[config.mk]
export PLATFORM = sky130hd
export DESIGN_NAME = bfc_clip
export DESIGN_NICKNAME = d
export VERILOG_FILES = /design/src/sv/bfc_pkg.sv /design/src/sv/bfc_clip.sv
export SDC_FILE = /design/constraint.sdc
export NUM_CORES = 2
export LEC_CHECK = 0
export BUFFER_PORTS_ARGS = -buffer_cell sky130_fd_sc_hd__clkbuf_2
export CAP_MARGIN = 5
export CORE_MARGIN = 10
export CORE_UTILIZATION = 31
export DETAILED_ROUTE_END_ITERATION = 10
export PLACE_DENSITY_LB_ADDON = 0.08
export SYNTH_ARGS = -nofsm -noshare
export SYNTH_HDL_FRONTEND = slang
export SYNTH_SLANG_ARGS = --single-unit
[constraint.sdc]
create_clock -name i_clk -period 23.6 [get_ports i_clk]
set_clock_uncertainty 0.1 [all_clocks]
set_input_delay 1.18 -clock i_clk [delete_from_list [all_inputs] [get_ports i_clk]]
set_output_delay 1.18 -clock i_clk [all_outputs]
set_load 0.1 [all_outputs]
[src/sv/bfc_pkg.sv]
`timescale 1ns / 1ps

package bfc_pkg;

    localparam int COEF_W      = 16;
    localparam int ROW_W       = 64;
    localparam int NUM_ROWS    = 4;
    localparam int NUM_COLS    = 4;
    localparam int NUM_CORNERS = 8;
    localparam int NUM_PLANES  = 6;
    localparam int SCALE_W     = 15;
    localparam int OFFSET_W    = 16;
    localparam int HH_W        = 15;
    localparam int PROD_W      = 32;
    localparam int BASE_W      = 34;
    localparam int CLIP_W      = 38;
    localparam int CFG_IDX_W   = 3;
    localparam int IN_DATA_W   = 48;
    localparam int OUT_DATA_W  = 8;

    localparam logic [HH_W-1:0] HH_RESET = HH_W'(1000);

    localparam logic [CFG_IDX_W-1:0] CFG_ROW0        = 3'd0;
    localparam logic [CFG_IDX_W-1:0] CFG_ROW1        = 3'd1;
    localparam logic [CFG_IDX_W-1:0] CFG_ROW2        = 3'd2;
    localparam logic [CFG_IDX_W-1:0] CFG_ROW3        = 3'd3;
    localparam logic [CFG_IDX_W-1:0] CFG_HALF_HEIGHT = 3'd4;

    localparam int ROW_X = 0;
    localparam int ROW_Y = 1;
    localparam int ROW_Z = 2;
    localparam int ROW_W_IDX = 3;

    localparam int PL_LEFT   = 0;
    localparam int PL_RIGHT  = 1;
    localparam int PL_BOTTOM = 2;
    localparam int PL_TOP    = 3;
    localparam int PL_NEAR   = 4;
    localparam int PL_FAR    = 5;

    typedef logic [ROW_W-1:0] t_row;

    typedef struct packed {
        logic signed [BASE_W-1:0] base;
        logic signed [PROD_W-1:0] x_step;
        logic signed [PROD_W-1:0] y_half;
        logic signed [PROD_W-1:0] z_step;
    } t_terms;

endpackage

[src/sv/bfc_clip.sv]
`timescale 1ns / 1ps

module bfc_clip (
    input  logic                                       i_clk,
    input  logic                                       i_en,
    input  bfc_pkg::t_terms [bfc_pkg::NUM_ROWS-1:0]    i_terms,
    output logic [bfc_pkg::NUM_PLANES-1:0]             o_plane_mask
);
    import bfc_pkg::*;

    logic [NUM_PLANES-1:0] n_mask;
    logic [NUM_PLANES-1:0] r_mask;

    always_comb begin
        logic signed [CLIP_W-1:0] c [NUM_ROWS];
        logic signed [CLIP_W-1:0] neg_w;
        logic [NUM_PLANES-1:0]    all_out;
        all_out = '1;
        for (int n = 0; n < NUM_CORNERS; n++) begin
            for (int r = 0; r < NUM_ROWS; r++) begin
                c[r] = CLIP_W'(i_terms[r].base)
                     + (n[2] ? CLIP_W'(i_terms[r].x_step) : CLIP_W'(0))
                     + (n[0] ? (CLIP_W'(i_terms[r].y_half) <<< 1) : CLIP_W'(0))
                     + (n[1] ? CLIP_W'(i_terms[r].z_step) : CLIP_W'(0));
            end
            neg_w = -c[ROW_W_IDX];
            all_out[PL_LEFT]   = all_out[PL_LEFT]   & (c[ROW_X] < neg_w);
            all_out[PL_RIGHT]  = all_out[PL_RIGHT]  & (c[ROW_X] > c[ROW_W_IDX]);
            all_out[PL_BOTTOM] = all_out[PL_BOTTOM] & (c[ROW_Y] < neg_w);
            all_out[PL_TOP]    = all_out[PL_TOP]    & (c[ROW_Y] > c[ROW_W_IDX]);
            all_out[PL_NEAR]   = all_out[PL_NEAR]   & (c[ROW_Z] < neg_w);
            all_out[PL_FAR]    = all_out[PL_FAR]    & (c[ROW_Z] > c[ROW_W_IDX]);
        end
        n_mask = all_out;
    end

    always_ff @(posedge i_clk) begin
        if (i_en) begin
            r_mask <= n_mask;
        end
    end

    assign o_plane_mask = r_mask;

endmodule

==> results.cfg <==
[placement]
dpl.hpwl_mm = 522
postPlaceCellArea_um2 = 94600
portBuffers = 527
place.detailed.instances = 15600
gp_congestion = 1.05

[critical_path]
crit_required_ps = 23460
slowest_delay_ps = 820
cp-start-kind = primary input
crit_slowest_cell = nor4_2
cp-end-kind = register
criticalPathCategory = primary input to register
cp_max_fo = 6
arrival_ps = 14410
cpMostUsedCell = a21oi_1

[power]
swShare = 0.637
p_sw_uw = 7680
vdd_drop_max_mv = 0.0561
powerDensity_nw_per_um2 = 127
clkPwrFrac = 0.003
power.share.combinational = 0.996
power.leakage_uw = 0.0462
p_seq_frac = 0.001
power.internal_uw = 4380

[drt]
drt_iter0_drc = 10400
vias_per_cell = 6.20
dr.pass1.iters = 6
drcViolationCount = 0
vias = 96800
drtAntennaViolNets = 0
postRouteWirelength_mm = 570
post_drt_wl_per_cell_um = 36.5

[global_routing]
grt_overflow = 0
grt_pass1_vias = 94100
track_usage = 0.363
grt_pass1_wl_mm = 746
grt_max_degree = 17
antenna_found_initial = 189

[hold_path]
min_from = i_en
min_path_cells = 1
hold_path_class = primary input to register
holdPathEnd = o_plane_mask[2]

[synthesis]
ys_warn_count = 0
synth_nets = 14400
synth_area_leaders = ha_1 (39%), xnor2_1 (8.3%), a21oi_1 (7.1%)
synthCells = 11200
ys_seq_area_frac = 0.00211
synth.cells.most_frequent = ha_1 (2679), a21oi_1 (1213), xnor2_1 (807)
synth.largest_area_cell = ha_1
synth-main-ff-cell = edfxtp_1
synth_edf_count = 6
avgSynthCellArea_um2 = 7.61
yosysMostFrequentCell = ha_1
synth_top_area_frac = 0.393
ys_ff_latch = 6
synthesis.area_um2 = 85200
synthArstFlopShare = 0
synth.distinct_cells = 103

[sta]
rsz0062_at_grt = false
slew-limit-headroom = 0.0343
max_slew.worst_pin.slew_ps = 1450
finalCriticalPeriod_ps = 14550
hold_violations = 0
setup_violations = 0
timing.fmax_ghz = 0.0687
period_share = 0.617
fin_tns_setup_ps = 0
maxSlewViolCount = 0

[cts]
cts.sinks = 6
ctsResizeCount = 0
holdBufCountCts = 0
post_cts_buffers = 0
cts_root_buf = clkbuf_16
cts.clk_slew.worst_paths_ps = 40
cts-htree-levels = 1
cts_buffer_depth = 2
cts_tree = built
cts_buffers = 3

[floorplanning]
die_y_um = 544
rows = 192
die_w_um = 544
die_area_um2 = 296000
num_io_pins = 528
start_util = 0.311
fp.coreArea_um2 = 274000

[run]
maxCapViolCount = 0

[outcome]
status = finished clean

[finish]
fin_util = 0.346
final_nets = 15200
instances_no_fill = 15600
syn2layout_area_growth_pct = 11.3
drive_above_1_share = 0.0791
final_design_area_no_fill_um2 = 94800
largest_reg_flops = 6
## placed cells by master, fill, tap and decap left out, types with 283 or more instances in the layout
master | Yosys | layout
nand4_1 | 375 | 375
nand2_1 | 539 | 539
nand3_1 | 295 | 295
a21o_1 | 584 | 584
buf_4 | 0 | 283
a21oi_1 | 1213 | 1211
nor2_1 | 659 | 659
ha_1 | 2679 | 2679
o21ai_0 | 723 | 719
clkbuf_2 | 0 | 527
nor2b_1 | 415 | 415
xnor2_1 | 807 | 804
nand2b_1 | 354 | 354
inv_1 | 582 | 582
## area by class of cell
type | count | area [um^2]
repair buffers | 814 | 4830
clock buffers | 3 | 75.1
multi-input cells | 10600 | 82900
inverters | 582 | 2180
fillers | 29200 | 179000
well taps | 3589 | 4490
flip-flops and latches | 6 | 180
diodes | 53 | 133
## power groups by stage
stage | logic (uW) | clock network [uW] | registers (uW)
after floorplan | 7240 | 0 | 23.2
after global placement | 11600 | 0 | 15.7
after detailed placement | 11700 | 0 | 15.5
after CTS | 11800 | 30.5 | 15.4
after global routing | 13000 | 31.2 | 15.3
final | 12000 | 31.2 | 15.5
## how the worst max path moves through the flow
| stage | start | to | cells after the start |
|---|---|---|---|
| floorplan | i_terms[454] | o_plane_mask[2] | 43 |
| detailed placement | i_terms[356] | o_plane_mask[5] | 45 |
| global route | i_terms[356] | o_plane_mask[5] | 45 |
| global placement | i_terms[356] | o_plane_mask[5] | 45 |
| CTS | i_terms[356] | o_plane_mask[5] | 45 |
| finish | i_terms[356] | o_plane_mask[5] | 45 |
## layer usage
| metal | up-vias | global-route usage | wire length, um |
|---|---|---|---|
| met2 | 4721 | 0.551 | 236000 |
| met1 | 47600 | 0.494 | 249000 |
| met3 | 796 | 0.0626 | 50400 |
| met5 | - | 0 | 174 |
| li1 | 43700 | - | - |
| met4 | 20 | 0.174 | 33700 |
## worst max-delay path: cells and delay by family
family | cells | cell delay, ps
AO/OA/AOI/OAI | 22 | 6300
XOR/XNOR | 3 | 1210
adder cells (fa/ha/maj) | 5 | 2000
buffers and inverters | 4 | 390
AND/OR/NAND/NOR | 11 | 3280
## cell families after synthesis
kind of cell | share of synthesized area
adder cells (fa/ha/maj) | 0.401
XOR/XNOR | 0.111
multiplexers | 0.00120
AO/OA/AOI/OAI | 0.256
AND/OR/NAND/NOR | 0.202
buffers and inverters | 0.0269
flip-flops | 0.00211
## per-stage QoR
step	setup WS [ps]	total power (uW)	hold slack [ps]
detailed placement	9090	11700	1550
finish	9050	12100	1310
global route	8840	13100	1290
CTS	9310	11800	1300
floorplan	12730	7260	1190
global placement	8680	11600	1560
No activity file was read; power rests on OpenSTA's default activity.
