$ cat config.mk
export PLATFORM = sky130hd
export DESIGN_NAME = bfc_xform
export DESIGN_NICKNAME = d
export VERILOG_FILES = /design/src/sv/bfc_pkg.sv /design/src/sv/bfc_xform.sv
export SDC_FILE = /design/constraint.sdc
export NUM_CORES = 2
export LEC_CHECK = 0
export BUFFER_PORTS_ARGS = -buffer_cell sky130_fd_sc_hd__buf_2
export CAP_MARGIN = 20
export CELL_PAD_IN_SITES_DETAIL_PLACEMENT = 0
export CELL_PAD_IN_SITES_GLOBAL_PLACEMENT = 1
export CORE_MARGIN = 3
export CORE_UTILIZATION = 45
export DETAILED_ROUTE_END_ITERATION = 10
export GPL_ROUTABILITY_DRIVEN = 0
export PLACE_DENSITY = 0.72
export SYNTH_ARGS = -nofsm -noshare
export SYNTH_HDL_FRONTEND = slang
export SYNTH_SLANG_ARGS = --single-unit
$ cat constraint.sdc
create_clock -name i_clk -period 36.9 [get_ports i_clk]
set_input_delay 5.535 -clock i_clk [delete_from_list [all_inputs] [get_ports i_clk]]
set_output_delay 5.535 -clock i_clk [all_outputs]
set_load 0.01 [all_outputs]
$ cat src/sv/bfc_pkg.sv
`timescale 1ns / 1ps

package bfc_pkg;

    localparam int COEF_W      = 16;
    localparam int ROW_W       = 64;
    localparam int NUM_ROWS    = 4;
    localparam int NUM_COLS    = 4;
    localparam int NUM_CORNERS = 8;
    localparam int NUM_PLANES  = 6;
    localparam int SCALE_W     = 15;
    localparam int OFFSET_W    = 16;
    localparam int HH_W        = 15;
    localparam int PROD_W      = 32;
    localparam int BASE_W      = 34;
    localparam int CLIP_W      = 38;
    localparam int CFG_IDX_W   = 3;
    localparam int IN_DATA_W   = 48;
    localparam int OUT_DATA_W  = 8;

    localparam logic [HH_W-1:0] HH_RESET = HH_W'(1000);

    localparam logic [CFG_IDX_W-1:0] CFG_ROW0        = 3'd0;
    localparam logic [CFG_IDX_W-1:0] CFG_ROW1        = 3'd1;
    localparam logic [CFG_IDX_W-1:0] CFG_ROW2        = 3'd2;
    localparam logic [CFG_IDX_W-1:0] CFG_ROW3        = 3'd3;
    localparam logic [CFG_IDX_W-1:0] CFG_HALF_HEIGHT = 3'd4;

    localparam int ROW_X = 0;
    localparam int ROW_Y = 1;
    localparam int ROW_Z = 2;
    localparam int ROW_W_IDX = 3;

    localparam int PL_LEFT   = 0;
    localparam int PL_RIGHT  = 1;
    localparam int PL_BOTTOM = 2;
    localparam int PL_TOP    = 3;
    localparam int PL_NEAR   = 4;
    localparam int PL_FAR    = 5;

    typedef logic [ROW_W-1:0] t_row;

    typedef struct packed {
        logic signed [BASE_W-1:0] base;
        logic signed [PROD_W-1:0] x_step;
        logic signed [PROD_W-1:0] y_half;
        logic signed [PROD_W-1:0] z_step;
    } t_terms;

endpackage

$ cat src/sv/bfc_xform.sv
`timescale 1ns / 1ps

module bfc_xform (
    input  logic                         i_clk,
    input  logic                         i_en,
    input  bfc_pkg::t_row                i_row,
    input  logic [bfc_pkg::HH_W-1:0]     i_half_height,
    input  logic [bfc_pkg::SCALE_W-1:0]  i_tile_scale,
    input  logic signed [bfc_pkg::OFFSET_W-1:0] i_offset_x,
    input  logic signed [bfc_pkg::OFFSET_W-1:0] i_offset_z,
    output bfc_pkg::t_terms              o_terms
);
    import bfc_pkg::*;

    logic signed [COEF_W-1:0] w_cx;
    logic signed [COEF_W-1:0] w_cy;
    logic signed [COEF_W-1:0] w_cz;
    logic signed [COEF_W-1:0] w_cw;
    logic signed [COEF_W-1:0] w_scale;
    logic signed [COEF_W-1:0] w_hh;
    logic signed [PROD_W-1:0] w_p_ox;
    logic signed [PROD_W-1:0] w_p_oz;
    logic signed [PROD_W-1:0] w_p_hh;
    logic signed [PROD_W-1:0] w_p_sx;
    logic signed [PROD_W-1:0] w_p_sz;
    t_terms                   n_terms;
    t_terms                   r_terms;

    assign w_cx    = signed'(i_row[0*COEF_W +: COEF_W]);
    assign w_cy    = signed'(i_row[1*COEF_W +: COEF_W]);
    assign w_cz    = signed'(i_row[2*COEF_W +: COEF_W]);
    assign w_cw    = signed'(i_row[3*COEF_W +: COEF_W]);
    assign w_scale = signed'({1'b0, i_tile_scale});
    assign w_hh    = signed'({1'b0, i_half_height});

    assign w_p_ox = w_cx * i_offset_x;
    assign w_p_oz = w_cz * i_offset_z;
    assign w_p_hh = w_cy * w_hh;
    assign w_p_sx = w_cx * w_scale;
    assign w_p_sz = w_cz * w_scale;

    // base is the corner at i=0, j=0, y=-half_height
    always_comb begin
        n_terms.base   = BASE_W'(w_p_ox) + BASE_W'(w_p_oz) + BASE_W'(w_cw)
                       - BASE_W'(w_p_hh);
        n_terms.x_step = w_p_sx;
        n_terms.y_half = w_p_hh;
        n_terms.z_step = w_p_sz;
    end

    always_ff @(posedge i_clk) begin
        if (i_en) begin
            r_terms <= n_terms;
        end
    end

    assign o_terms = r_terms;

endmodule

==> impl_metrics.ini <==
[outcome]
outcome = finished, final reports clean

[detailed_routing]
ant_nets = 0
drtIter0Drc = 1895
wire_per_inst_um = 17.96
drtPass1Iterations = 5
drc = 0
vias_per_cell = 4.940
totalWireLength_um = 131300
num_vias = 36099

[clocking]
postCtsSetupRepairBufs = 0
post_cts_resized = 0
cts-root-buf = clkbuf_16
htreeDepth = 4
clock_sinks = 130
path_clk_slew_ns = 0.08
cts_tree = yes
cts_buffers = 17
cts_max_path_buffers = 2
postCtsHoldBufs = 0

[placement]
numPortBuffers = 257
dp_cells = 7260
dp_hpwl_um = 109100

[timing]
slew_viol_final = 0
timing.fmax_mhz = 57.18
whs_ns = 5.455
finalHoldViolations = 0
rsz0062_at_grt = false
final-setup-viol-count = 0
finalCriticalPeriod_ns = 17.49
fin_crit_sh = 0.4739
setup-tns-final_ns = 0
worstMarginPinSlew_ns = 1.061
slew_headroom = 0.2899

[setup_path]
slowest_delay_ns = 0.73
arrival_ns = 17.76
setup.worst_path.start = i_half_height[1]
critPathLaunchType = primary input
critPathMaxFanout = 16
path_class = primary input to flip-flop
crit_slowest_cell = o21ai_0
path_common_cell = fa_1
cp.required_ns = 37.17
end_kind = flip-flop

[yosys]
ys_types = 71
synth_nets = 7505
synth_seq_cells = 130
netlist_area_um2 = 53980
synth_seq_area_share = 0.07232
synthCells = 5586
ys_warn_count = 0
ys.flop_type = edfxtp_1
synth_edf_count = 130
avgSynthCellArea_um2 = 9.664
ys_async_sr_fraction = 0

[floorplan]
start_util = 0.4553
core_region_area_um2 = 118600
die_h_um = 352.3
die_width_um = 352.3
num_io_pins = 258
row_count = 126
die_area_um2 = 124100

[layout]
largest_register_ff_count = 130
fin_cells = 7308
syn2layout_area_growth_pct = 6.219
fin_util = 0.4836
drive_above_1_share = 0.06183
nNetsFinal = 7599

[grt]
antenna_found_initial = 24
grtUsageTotal = 0.2260
grt_max_degree = 49
grt_pass1_wl_um = 219700
grt_pass1_vias = 39957
grt_overflow = 0

[flow_run]
maxCapViolCount = 0

[worst_hold_path]
hold_path.class = primary input to flip-flop
hp-start = i_row[48]
-- cell type report --
type,instances,area (um2)
multi-input cells,3702,43490
inverters,1545,5799
flip-flops and latches,130,3904
repair buffers,284,1515
diodes,15,37.54
fillers,11542,61220
well taps,1600,2002
clock buffers,17,425.4
clock inverters,15,165.2
-- placed cells by master (no fill, tap or decap), types with 6 or more instances in the layout --
master,netlist,routed
clkbuf_16,0,17
a31oi_1,7,7
nand2b_1,34,34
a21o_1,38,38
and2_1,546,546
buf_2,0,256
diode_2,0,15
nand4_1,6,6
o21ai_0,48,48
nor2b_1,24,24
or3_1,11,11
o21bai_1,13,13
buf_4,1,26
nand2_1,711,711
inv_1,1545,1545
and3_1,11,11
or2_2,10,10
o21a_1,16,16
nand3_1,13,13
edfxtp_1,130,130
a211oi_1,11,11
xor2_1,35,35
nor3_1,24,24
fa_1,1405,1405
o21ai_1,7,7
nor2_1,55,55
a21oi_1,96,96
xnor2_1,107,107
ha_1,386,386
-- cell families after synthesis --
kind of cell	Yosys count	share of synthesized area
adder cells (fa/ha/maj)	1791	0.6105
buffers and inverters	1754	0.1220
multiplexers	4	0.0007417
AND/OR/NAND/NOR	1466	0.1342
flip-flops	130	0.07232
XOR/XNOR	142	0.02304
AO/OA/AOI/OAI	299	0.03711
-- metal layers --
metal / GRT usage / wire [um] / part of all wire / up-vias
li1: - / - / - / 16293
met1: 0.3195 / 59440 / 0.45 / 19019
met2: 0.3694 / 63290 / 0.48 / 659
met3: 0.03051 / 5518 / 0.042 / 118
met4: 0.05747 / 2937 / 0.022 / 10
met5: 0 / 75 / 0.00057 / -
-- through the flow --
stage	cell area [um2]	setup WS (ns)
after detailed placement	56680	18.93
after CTS	57270	19.46
after global routing	57320	18.89
final	57340	19.41
after floorplan	53980	20.41
after global placement	56680	19.00
-- synth_stat cells, types with 3 or more instances --
cell type     n  area share
a21o_1       38      0.0053
o21ai_0      48      0.0045
nand3_1      13      0.0012
o21bai_1     13      0.0018
a2111oi_2     3     0.00083
o211ai_1      5     0.00070
nor2_1       55      0.0038
a211o_1       4     0.00065
fa_1       1405        0.52
nand3b_1      5     0.00070
clkbuf_1    208       0.014
xnor2_1     107       0.017
mux2i_1       4     0.00074
o21ai_1       7     0.00065
or3_1        11      0.0013
a31o_2        3     0.00049
inv_1      1545        0.11
nor2b_1      24      0.0028
o31ai_1       5     0.00070
and2_1      546       0.063
a21oi_1      96      0.0089
o311ai_1      4     0.00065
nand2b_1     34      0.0039
xor2_1       35      0.0057
and3_1       11      0.0013
nor3_1       24      0.0022
nand2_1     711       0.049
ha_1        386       0.089
nand4_1       6     0.00070
a31oi_1       7     0.00081
edfxtp_1    130       0.072
o21a_1       16      0.0022
or2_2        10      0.0012
a2111oi_0     3     0.00049
nor4_1        4     0.00046
a211oi_1     11      0.0015
o2111ai_1     4     0.00065
-- worst paths after layout --
kind	depth (start not counted)	end	slack (ns)
max	37	o_terms[128]	19.41
min	3	o_terms[96]	5.45
-- worst max-delay path, delay by kind of cell --
kind	cells	cell delay, ns
adder cells (fa/ha/maj)	16	7.65
AO/OA/AOI/OAI	8	2.08
AND/OR/NAND/NOR	4	1.18
XOR/XNOR	2	0.68
buffers and inverters	7	0.65
Power is not shown: default switching activity piles up to over one toggle a cycle in this logic, so the estimate is an artifact.
